File: config.mk
export PLATFORM = sky130hd
export DESIGN_NAME = four_digit_seven_segment_scan_unit
export DESIGN_NICKNAME = d
export VERILOG_FILES = /design/src/sv/ssd_pkg.sv /design/src/sv/four_digit_seven_segment_scan_unit.sv /design/src/sv/ssd_dd_cell.sv /design/src/sv/ssd_serializer.sv
export SDC_FILE = /design/constraint.sdc
export NUM_CORES = 1
export LEC_CHECK = 0
export ABC_AREA = 0
export BUFFER_PORTS_ARGS = -buffer_cell sky130_fd_sc_hd__buf_2
export CAP_MARGIN = 20
export CORE_ASPECT_RATIO = 1.1
export CORE_MARGIN = 1.5
export CORE_UTILIZATION = 54
export DETAILED_ROUTE_END_ITERATION = 10
export MAX_ROUTING_LAYER = met4
export PLACE_DENSITY = 0.7
export SYNTH_ARGS = -nofsm -noshare
export SYNTH_HDL_FRONTEND = slang
export SYNTH_SLANG_ARGS = --single-unit
File: constraint.sdc
create_clock -name clk -period 28.5 [get_ports clk]
set_clock_uncertainty 0.15 [all_clocks]
set_input_delay 1.425 -clock clk [delete_from_list [all_inputs] [get_ports clk]]
set_output_delay 1.425 -clock clk [all_outputs]
set_load 0.05 [all_outputs]
File: src/sv/ssd_pkg.sv
// ----------------------------------------------------------------------------
// ssd_pkg
// Shared widths, types and tables of the seven-segment scan unit.
// ----------------------------------------------------------------------------
`timescale 1ns / 1ps

package ssd_pkg;

    localparam int VALUE_W  = 32;
    localparam int DIGITS   = 4;
    localparam int BCD_W    = 4 * DIGITS;
    localparam int CELLS    = VALUE_W;
    localparam int SEL_W    = 8;
    localparam int SEG_W    = 8;
    localparam int TDATA_W  = SEL_W + SEG_W;

    localparam logic [SEG_W-1:0] DOT_MASK = 8'h7F;
    localparam logic [SEG_W-1:0] NO_MASK  = 8'hFF;
    localparam logic [SEG_W-1:0] SEG_DARK = 8'hFF;

    localparam logic [SEL_W-1:0] SEL_THOUSANDS = 8'hF7;
    localparam logic [SEL_W-1:0] SEL_HUNDREDS  = 8'hFB;
    localparam logic [SEL_W-1:0] SEL_TENS      = 8'hFD;
    localparam logic [SEL_W-1:0] SEL_UNITS     = 8'hFE;

    typedef enum logic [1:0] {
        POS_THOUSANDS = 2'd0,
        POS_HUNDREDS  = 2'd1,
        POS_TENS      = 2'd2,
        POS_UNITS     = 2'd3
    } pos_t;

    typedef struct packed {
        logic               valid;
        logic [VALUE_W-1:0] bits;
        logic [BCD_W-1:0]   bcd;
        logic               ovf;
    } ssd_word_t;

    function automatic logic [SEG_W-1:0] seg_pattern(input logic [3:0] dig);
        logic [SEG_W-1:0] pat;
        begin
            case (dig)
                4'd0:    pat = 8'hC0;
                4'd1:    pat = 8'hF9;
                4'd2:    pat = 8'hA4;
                4'd3:    pat = 8'hB0;
                4'd4:    pat = 8'h99;
                4'd5:    pat = 8'h92;
                4'd6:    pat = 8'h82;
                4'd7:    pat = 8'hF8;
                4'd8:    pat = 8'h80;
                4'd9:    pat = 8'h90;
                default: pat = SEG_DARK;
            endcase
            return pat;
        end
    endfunction

    function automatic logic [SEL_W-1:0] pos_select(input pos_t pos);
        logic [SEL_W-1:0] sel;
        begin
            unique case (pos)
                POS_THOUSANDS: sel = SEL_THOUSANDS;
                POS_HUNDREDS:  sel = SEL_HUNDREDS;
                POS_TENS:      sel = SEL_TENS;
                POS_UNITS:     sel = SEL_UNITS;
                default:       sel = SEL_UNITS;
            endcase
            return sel;
        end
    endfunction

endpackage

File: src/sv/four_digit_seven_segment_scan_unit.sv
// Takes one 32-bit value per word and returns four scan words, thousands first
// and units last (tlast), showing the value modulo 10000 with the thousands
// decimal point lit when the value is 10000 or more. A value runs through a
// chain of 32 conversion cells, one binary bit per cell; the chain advances
// only while its last cell is empty or the output stage can take a value. The
// output stage sends one scan word per cycle while m_tready is high, and it
// takes the next value as its units word is accepted, while the chain holds the values that follow.
// ----------------------------------------------------------------------------
// four_digit_seven_segment_scan_unit
// Binary to four-digit seven-segment scan words, streaming in and out.
// ----------------------------------------------------------------------------
`timescale 1ns / 1ps

module four_digit_seven_segment_scan_unit
    import ssd_pkg::*;
(
    input  logic               clk,
    input  logic               rst_n,
    input  logic               s_tvalid,
    output logic               s_tready,
    input  logic [VALUE_W-1:0] s_tdata,   // [31:0] value
    output logic               m_tvalid,
    input  logic               m_tready,
    output logic [TDATA_W-1:0] m_tdata,   // [7:0] digit_select, [15:8] segments
    output logic               m_tlast
);

    ssd_word_t        chain [0:CELLS];
    logic             adv;
    logic             ser_ready;
    logic [SEL_W-1:0] digit_select;
    logic [SEG_W-1:0] segments;

    assign chain[0].valid = s_tvalid;
    assign chain[0].bits  = s_tdata;
    assign chain[0].bcd   = '0;
    assign chain[0].ovf   = 1'b0;

    assign adv      = ~chain[CELLS].valid | ser_ready;
    assign s_tready = adv;

    for (genvar i = 0; i < CELLS; i++)
    begin : g_cell
        ssd_dd_cell u_cell (
            .clk      (clk),
            .rst_n    (rst_n),
            .adv      (adv),
            .in_word  (chain[i]),
            .out_word (chain[i+1])
        );
    end

    ssd_serializer u_ser (
        .clk          (clk),
        .rst_n        (rst_n),
        .in_word      (chain[CELLS]),
        .in_ready     (ser_ready),
        .m_tvalid     (m_tvalid),
        .m_tready     (m_tready),
        .digit_select (digit_select),
        .segments     (segments),
        .last_digit   (m_tlast)
    );

    assign m_tdata = {segments, digit_select};

endmodule

File: src/sv/ssd_dd_cell.sv
// ----------------------------------------------------------------------------
// ssd_dd_cell
// One shift-and-add-3 step on four BCD digits, registered toward the next cell.
// ----------------------------------------------------------------------------
`timescale 1ns / 1ps

module ssd_dd_cell
    import ssd_pkg::*;
(
    input  logic      clk,
    input  logic      rst_n,
    input  logic      adv,
    input  ssd_word_t in_word,
    output ssd_word_t out_word
);

    logic               valid_reg;
    logic [VALUE_W-1:0] bits_reg;
    logic [BCD_W-1:0]   bcd_reg;
    logic               ovf_reg;

    logic [BCD_W-1:0]   adj;
    logic [VALUE_W-1:0] bits_next;
    logic [BCD_W-1:0]   bcd_next;
    logic               ovf_next;

    always_comb
    begin
        for (int i = 0; i < DIGITS; i++)
        begin
            if (in_word.bcd[i*4 +: 4] >= 4'd5)
            begin
                adj[i*4 +: 4] = in_word.bcd[i*4 +: 4] + 4'd3;
            end
            else
            begin
                adj[i*4 +: 4] = in_word.bcd[i*4 +: 4];
            end
        end
        bcd_next  = {adj[BCD_W-2:0], in_word.bits[VALUE_W-1]};
        ovf_next  = in_word.ovf | adj[BCD_W-1];
        bits_next = {in_word.bits[VALUE_W-2:0], 1'b0};
    end

    always_ff @(posedge clk or negedge rst_n)
    begin
        if (!rst_n)
        begin
            valid_reg <= 1'b0;
        end
        else if (adv)
        begin
            valid_reg <= in_word.valid;
        end
    end

    always_ff @(posedge clk)
    begin
        if (adv)
        begin
            bits_reg <= bits_next;
            bcd_reg  <= bcd_next;
            ovf_reg  <= ovf_next;
        end
    end

    assign out_word.valid = valid_reg;
    assign out_word.bits  = bits_reg;
    assign out_word.bcd   = bcd_reg;
    assign out_word.ovf   = ovf_reg;

endmodule

File: src/sv/ssd_serializer.sv
// ----------------------------------------------------------------------------
// ssd_serializer
// Holds one converted value and emits its four digit words in scan order.
// ----------------------------------------------------------------------------
`timescale 1ns / 1ps

module ssd_serializer
    import ssd_pkg::*;
(
    input  logic             clk,
    input  logic             rst_n,
    input  ssd_word_t        in_word,
    output logic             in_ready,
    output logic             m_tvalid,
    input  logic             m_tready,
    output logic [SEL_W-1:0] digit_select,
    output logic [SEG_W-1:0] segments,
    output logic             last_digit
);

    logic             busy_reg;
    pos_t             pos_reg;
    logic [BCD_W-1:0] bcd_reg;
    logic             ovf_reg;

    logic             take;
    logic             load;
    logic [3:0]       dig;
    logic [SEG_W-1:0] mask;

    assign take     = busy_reg & m_tready;
    assign last_digit = (pos_reg == POS_UNITS);
    assign in_ready = ~busy_reg | (take & last_digit);
    assign load     = in_ready & in_word.valid;

    always_ff @(posedge clk or negedge rst_n)
    begin
        if (!rst_n)
        begin
            busy_reg <= 1'b0;
            pos_reg  <= POS_THOUSANDS;
        end
        else if (load)
        begin
            busy_reg <= 1'b1;
            pos_reg  <= POS_THOUSANDS;
        end
        else if (take)
        begin
            if (last_digit)
            begin
                busy_reg <= 1'b0;
            end
            else
            begin
                pos_reg <= pos_t'(pos_reg + 2'd1);
            end
        end
    end

    always_ff @(posedge clk)
    begin
        if (load)
        begin
            bcd_reg <= in_word.bcd;
            ovf_reg <= in_word.ovf;
        end
    end

    always_comb
    begin
        unique case (pos_reg)
            POS_THOUSANDS: dig = bcd_reg[15:12];
            POS_HUNDREDS:  dig = bcd_reg[11:8];
            POS_TENS:      dig = bcd_reg[7:4];
            POS_UNITS:     dig = bcd_reg[3:0];
            default:       dig = bcd_reg[3:0];
        endcase
        mask = (pos_reg == POS_THOUSANDS && ovf_reg) ? DOT_MASK : NO_MASK;
    end

    assign m_tvalid     = busy_reg;
    assign digit_select = pos_select(pos_reg);
    assign segments     = seg_pattern(dig) & mask;

endmodule

# Word level (Yosys, flattened, before mapping)
# Memory sizes are Yosys's and may differ from the RTL's.
# Index checks and enable logic that the tools add are counted.
[totals] wordCells=541 out_inout_bits=19 mem_bits_ro=112 mem_count=1 input_bits=36 reg_bits=1049
[classes] add_sub_neg=119 bitwise=35 eq_ne=4 n_mux=127 n_reduce_logical=6 n_lt_le_gt_ge=118
[memory_table] name="(name not given)" depth=16 word_bits=7 read_ports=1 rd_ports_with_merged_regs=0 write_ports=0 line_no="ssd_pkg.sv:43" rtl="case (dig)"
[ops] cell="4-bit by 2-bit adder with 4-bit output, second input constant" n=114
[ops] cell="4-bit by 3-bit >= comparator with 1-bit output, second input constant" n=114
[ops] cell="4-bit 2-to-1 mux" n=114
[ops] cell="8-bit one-hot mux with 4 select lines" n=1
[ops] cell="1-bit bitwise OR" n=29
[ops] cell="4-bit one-hot mux with 4 select lines" n=1
[ops] cell="1-bit by 2-bit adder with 3-bit output, both inputs constant" n=3
[ops] cell="1-bit by 3-bit >= comparator with 1-bit output, both inputs constant" n=3
[ops] cell="8-bit AND" n=1
[ops] cell="8-bit 2-to-1 mux" n=1
[ops] cell="1-bit 2-to-1 mux" n=7
[ops] cell="2-bit 2-to-1 mux" n=3
[ops] cell="2-bit == test, second input constant" n=2
[ops] cell="2-bit AND reduction" n=2
[ops] cell="2-bit nonzero test" n=2
[ops] cell="1-bit by 2-bit adder with 3-bit output, second input constant" n=1
[ops] cell="1-bit AND" n=3
[ops] cell="1-bit by 3-bit >= comparator with 1-bit output, second input constant" n=1
[ops] cell="2-bit by 1-bit adder with 2-bit output, second input constant" n=1
[ops] cell="2-bit by 1-bit == test with 1-bit output, second input constant" n=1
[ops] cell="2-bit logical NOT" n=1
[ops] cell="2-bit inequality test, second input constant" n=1
[ops] cell="1-bit inverter" n=2
[ops] cell="1-bit logical AND" n=1

# Depth between registers and ports, before layout
[logic_depth] ltp_word=6 mapped_depth=9 depth_no_buf=9

# Cells and area by module
# A second synthesis with hierarchy kept.
[unflattened] hier_cells=3836 hier_area_um2=62239.7
[modules_own_cells] module="ssd_dd_cell" area_per_inst_um2=1910.6 cells_per_inst=117 seq_area_each_um2=1466.4 instances=32
[modules_own_cells] module="ssd_serializer" area_per_inst_um2=1091.0 cells_per_inst=90 seq_area_each_um2=585.6 instances=1
[modules_own_cells] module="four_digit_seven_segment_scan_unit" area_per_inst_um2=10.0 cells_per_inst=2 seq_area_each_um2=0.0 instances=1

# Worst setup path after synthesis
# OpenSTA, ideal clock, no wires.
[synth_timing] path_kind="input port to flip-flop" startpoint="input m_tready" endpoint="register g_cell[0].u_cell.valid_reg" path_slack_ps=14096 n_path_buf=1 path_stages=4 arrival_time_ps=14130 setup_time_ps=124 t_required_ps=28226 path_cell_list="a21oi_1 nand2_1 buf_2 mux2_2"
[synth_between] elab_chain_len=4
[synth_rtl] element="start, declared" line_no="four_digit_seven_segment_scan_unit.sv:23" rtl="input logic m_tready,"
[synth_rtl] element="1-bit AND" line_no="ssd_serializer.sv:31" rtl="assign take = busy_reg & m_tready;"
[synth_rtl] element="1-bit AND" line_no="ssd_serializer.sv:33" rtl="assign in_ready = ~busy_reg | (take & last_digit);"
[synth_rtl] element="1-bit bitwise OR" line_no="ssd_serializer.sv:33"
[synth_rtl] element="1-bit bitwise OR" line_no="four_digit_seven_segment_scan_unit.sv:39" rtl="assign adv = ~chain[CELLS].valid | ser_ready;"
[synth_rtl] element="net s_tready" line_no="four_digit_seven_segment_scan_unit.sv:20" rtl="output logic s_tready,"
[synth_rtl] element="end signal, assigned" line_no="ssd_dd_cell.sv:53" rtl="valid_reg <= in_word.valid;"
[synth_rtl] element="end, declared" line_no="ssd_dd_cell.sv:17" rtl="logic valid_reg;"
# The timed path passes the listed nets, and every way through them passes these cells.
# A chain may end at the register's enable or synchronous reset.

# Worst setup path after layout
[layout_timing] startpoint="input m_tready" endpoint="register g_cell[0].u_cell.bcd_reg[0], enable pin"
[layout_between] elab_chain_len=4
[layout_rtl] element="1-bit AND" line_no="ssd_serializer.sv:31"
[layout_rtl] element="1-bit AND" line_no="ssd_serializer.sv:33"
[layout_rtl] element="1-bit bitwise OR" line_no="ssd_serializer.sv:33"
[layout_rtl] element="1-bit bitwise OR" line_no="four_digit_seven_segment_scan_unit.sv:39"
[layout_rtl] element="end signal, assigned" line_no="ssd_dd_cell.sv:62" rtl="bcd_reg <= bcd_next;"
[layout_rtl] element="end, declared" line_no="ssd_dd_cell.sv:19" rtl="logic [BCD_W-1:0] bcd_reg;"
# Every way passes these cells.

==> results_dict.tcl <==
set metrics [dict create \
    path_max_fanout 86 \
    yosys_register_bits 984 \
    dieArea_um2 75300 \
    wl_per_cell_um 12.8 \
    synth_warnings 0 \
    coreArea_um2 73000 \
    max_cap_violations 0 \
    post_cts_resized 0 \
    fmax_mhz 159 \
    grt_max_degree 215 \
    syn_inst 2626 \
    drt-pass1-iter-count 8 \
    tns_ps 0 \
    io_pins 55 \
    multi_input_area_um2 9580 \
    cts-hold-fix-buffers 0 \
    drive_gt1_share_pct 8.01 \
    report.final.setup_viol 0 \
    max-clock-path-buffers 3 \
    seqCellArea_um2 29400 \
    cp-end-kind "flop" \
    ys.flop_type "edfxtp_1" \
    chipHeight_um 288 \
    clock-sinks 984 \
    outcome "finished with violations" \
    yosysUniqueCellTypes 30 \
    slew_headroom_pct 22.0 \
    async_reset_ff_share_pct 3.56 \
    drt-total-wl_mm 48.7 \
    cts_max_level 3 \
    postRouteAntennaNets 0 \
    violations "design-rule violations" \
    startpoint_type "primary input" \
    grt_overflow 0 \
    grt.total_usage_pct 13.7 \
    antenna_found_initial 1 \
    grt_pass1_vias 19100 \
    fp-row-count 104 \
    avgSynthCellArea_um2 15.1 \
    crit_required_ps 28650 \
    syn_area_um2 39800 \
    route.detailed.drc 4 \
    vias 19200 \
    first_iter_violations 1154 \
    largest_reg_flops 496 \
    start_util_pct 54.5 \
    min_period_ps 6280 \
    nets 3026 \
    gp_congestion 0.727 \
    clk_latency_ps 650 \
    setup.worst_path.class "primary input to flop" \
    seq_area_frac_synth_pct 73.8 \
    fin_crit_sh_pct 22.0 \
    grt_first_pass_wirelength_mm 83.6 \
    synth-edff-count 949 \
    post-cts-setup-buffer-count 0 \
    arrival_ps 6430 \
    fill_cells 5300 \
    drv_slew 0 \
    hold_path.class "flop to flop" \
    synthToLayoutAreaGrowth_pct 11.2 \
    clkTransAtPathRegs_ps 60 \
    clock_tree.root_cell "clkbuf_16" \
    numCtsBuffers 96 \
    rsz0062_at_grt "false" \
    portBuffers 50 \
    die_w_um 262 \
    tightest_slew_ps 1170 \
    cts_tree "yes" \
    hold_viol 0 \
    place_hpwl_mm 29.4 \
    routed_via_density 5.04 \
]
-- worst max-delay path: stages --
cell and delay, ps:
buf_2 130, a21oi_1 130, nand2_4 540, buf_4 660, buf_4 800, buf_4 950
buf_4 890, buf_4 360, buf_16 340
-- layout make-up --
type,count,share of cell area [%]
multi-input cells,1426,21.7
clock inverters,46,0.690
flip-flops and latches,984,66.4
well taps,954,2.70
clock buffers,129,5.82
inverters,211,1.79
diodes,1,0.00566
repair buffers,63,0.905
-- path summary, 6_finish.rpt --
kind | start | endpoint | slack (ps) | cells after the start
worst max register to register | u_ser.pos_reg[0]$_DFFE_PN0P_ | g_cell[0].u_cell.bcd_reg[0]$_DFFE_PP_ | 22420 | 9
worst max-delay path | m_tready | g_cell[0].u_cell.bcd_reg[0]$_DFFE_PP_ | 22220 | 9
worst min-delay path | g_cell[2].u_cell.bits_reg[3]$_DFFE_PP_ | g_cell[3].u_cell.bits_reg[4]$_DFFE_PP_ | 260 | 0
worst min register to register | g_cell[2].u_cell.bits_reg[3]$_DFFE_PP_ | g_cell[3].u_cell.bits_reg[4]$_DFFE_PP_ | 260 | 0
min in group asynchronous | rst_n | g_cell[1].u_cell.valid_reg$_DFFE_PN0P_ | 720 | 1
max in group asynchronous | rst_n | g_cell[21].u_cell.valid_reg$_DFFE_PN0P_ | 26980 | 1
-- logic make-up (layout without fill, tap and decap cells) --
kind of cell | Yosys count | count (layout) | synth area share (%)
adders and majority gates | 208 | 208 | 6.54
DFF | 984 | 984 | 73.8
buffers and inverters | 219 | 449 | 2.12
AOI/OAI and AO/OA | 321 | 321 | 4.37
and+or+nand+nor | 666 | 666 | 7.62
muxes | 129 | 129 | 3.35
other | 1 | 5 | 0.00943
xor gates and xnor gates | 98 | 98 | 2.16
-- per-stage QoR --
stage          std cells  util, %  worst slack, ps  cell area [µm²]  hold WS, ps
3_5_place_dp        3636     56.6            21100            41300          255
4_1_cts             3811     60.5            21810            44200          262
2_1_floorplan       2629        -            14100            39800          250
3_3_place_gp        3636     56.6            21250            41300          251
5_1_grt             3814     60.6            21780            44200          267
6_report            3814     60.6            22220            44200          260
-- placed cells by master, fill, tap and decap left out, types with 3 or more instances in the layout --
| cell type | count |
|---|---|
| edfxtp_1 | 949 |
| nand2_1 | 365 |
| inv_1 | 211 |
| ha_1 | 208 |
| o21ai_0 | 178 |
| nand2b_1 | 170 |
| a21oi_1 | 109 |
| nor2_1 | 101 |
| xnor2_1 | 98 |
| mux2i_1 | 97 |
| clkbuf_16 | 96 |
| buf_2 | 50 |
| dfrtp_1 | 35 |
| mux2_2 | 31 |
| clkbuf_1 | 28 |
| nor3b_1 | 19 |
| a211o_1 | 19 |
| clkinv_2 | 18 |
| clkinv_1 | 17 |
| buf_4 | 10 |
| nor2b_1 | 7 |
| clkbuf_8 | 5 |
| a222oi_1 | 4 |
| conb_1 | 4 |
| o21a_1 | 3 |
| inv_6 | 3 |
-- synth_stat cells (4+ instances only) --
| cell | n | share of area [%] |
|---|---|---|
| nand2_1 | 366 | 3.5 |
| a21oi_1 | 109 | 1.4 |
| dfrtp_1 | 35 | 2.2 |
| buf_4 | 4 | 0.075 |
| o21ai_0 | 178 | 2.2 |
| nand2b_1 | 170 | 2.7 |
| a222oi_1 | 4 | 0.10 |
| edfxtp_1 | 949 | 72 |
| nor3b_1 | 19 | 0.36 |
| nor2_1 | 101 | 0.95 |
| mux2_2 | 31 | 0.88 |
| nor2b_1 | 7 | 0.11 |
| ha_1 | 208 | 6.5 |
| a211o_1 | 19 | 0.42 |
| xnor2_1 | 98 | 2.2 |
| mux2i_1 | 97 | 2.4 |
| inv_1 | 211 | 2.0 |
-- layer usage --
layer  part of all wire, %  global-route usage [%]  up-vias
met3                   4.0                    2.96       99
met5                     0                       -        -
met4                   2.5                    5.46        0
met2                    52                    23.5      228
met1                    42                    15.7     9199
li1                      -                       -     9689
Power is not shown: default switching activity piles up to over one toggle a cycle in this logic, so the estimate is an artifact.
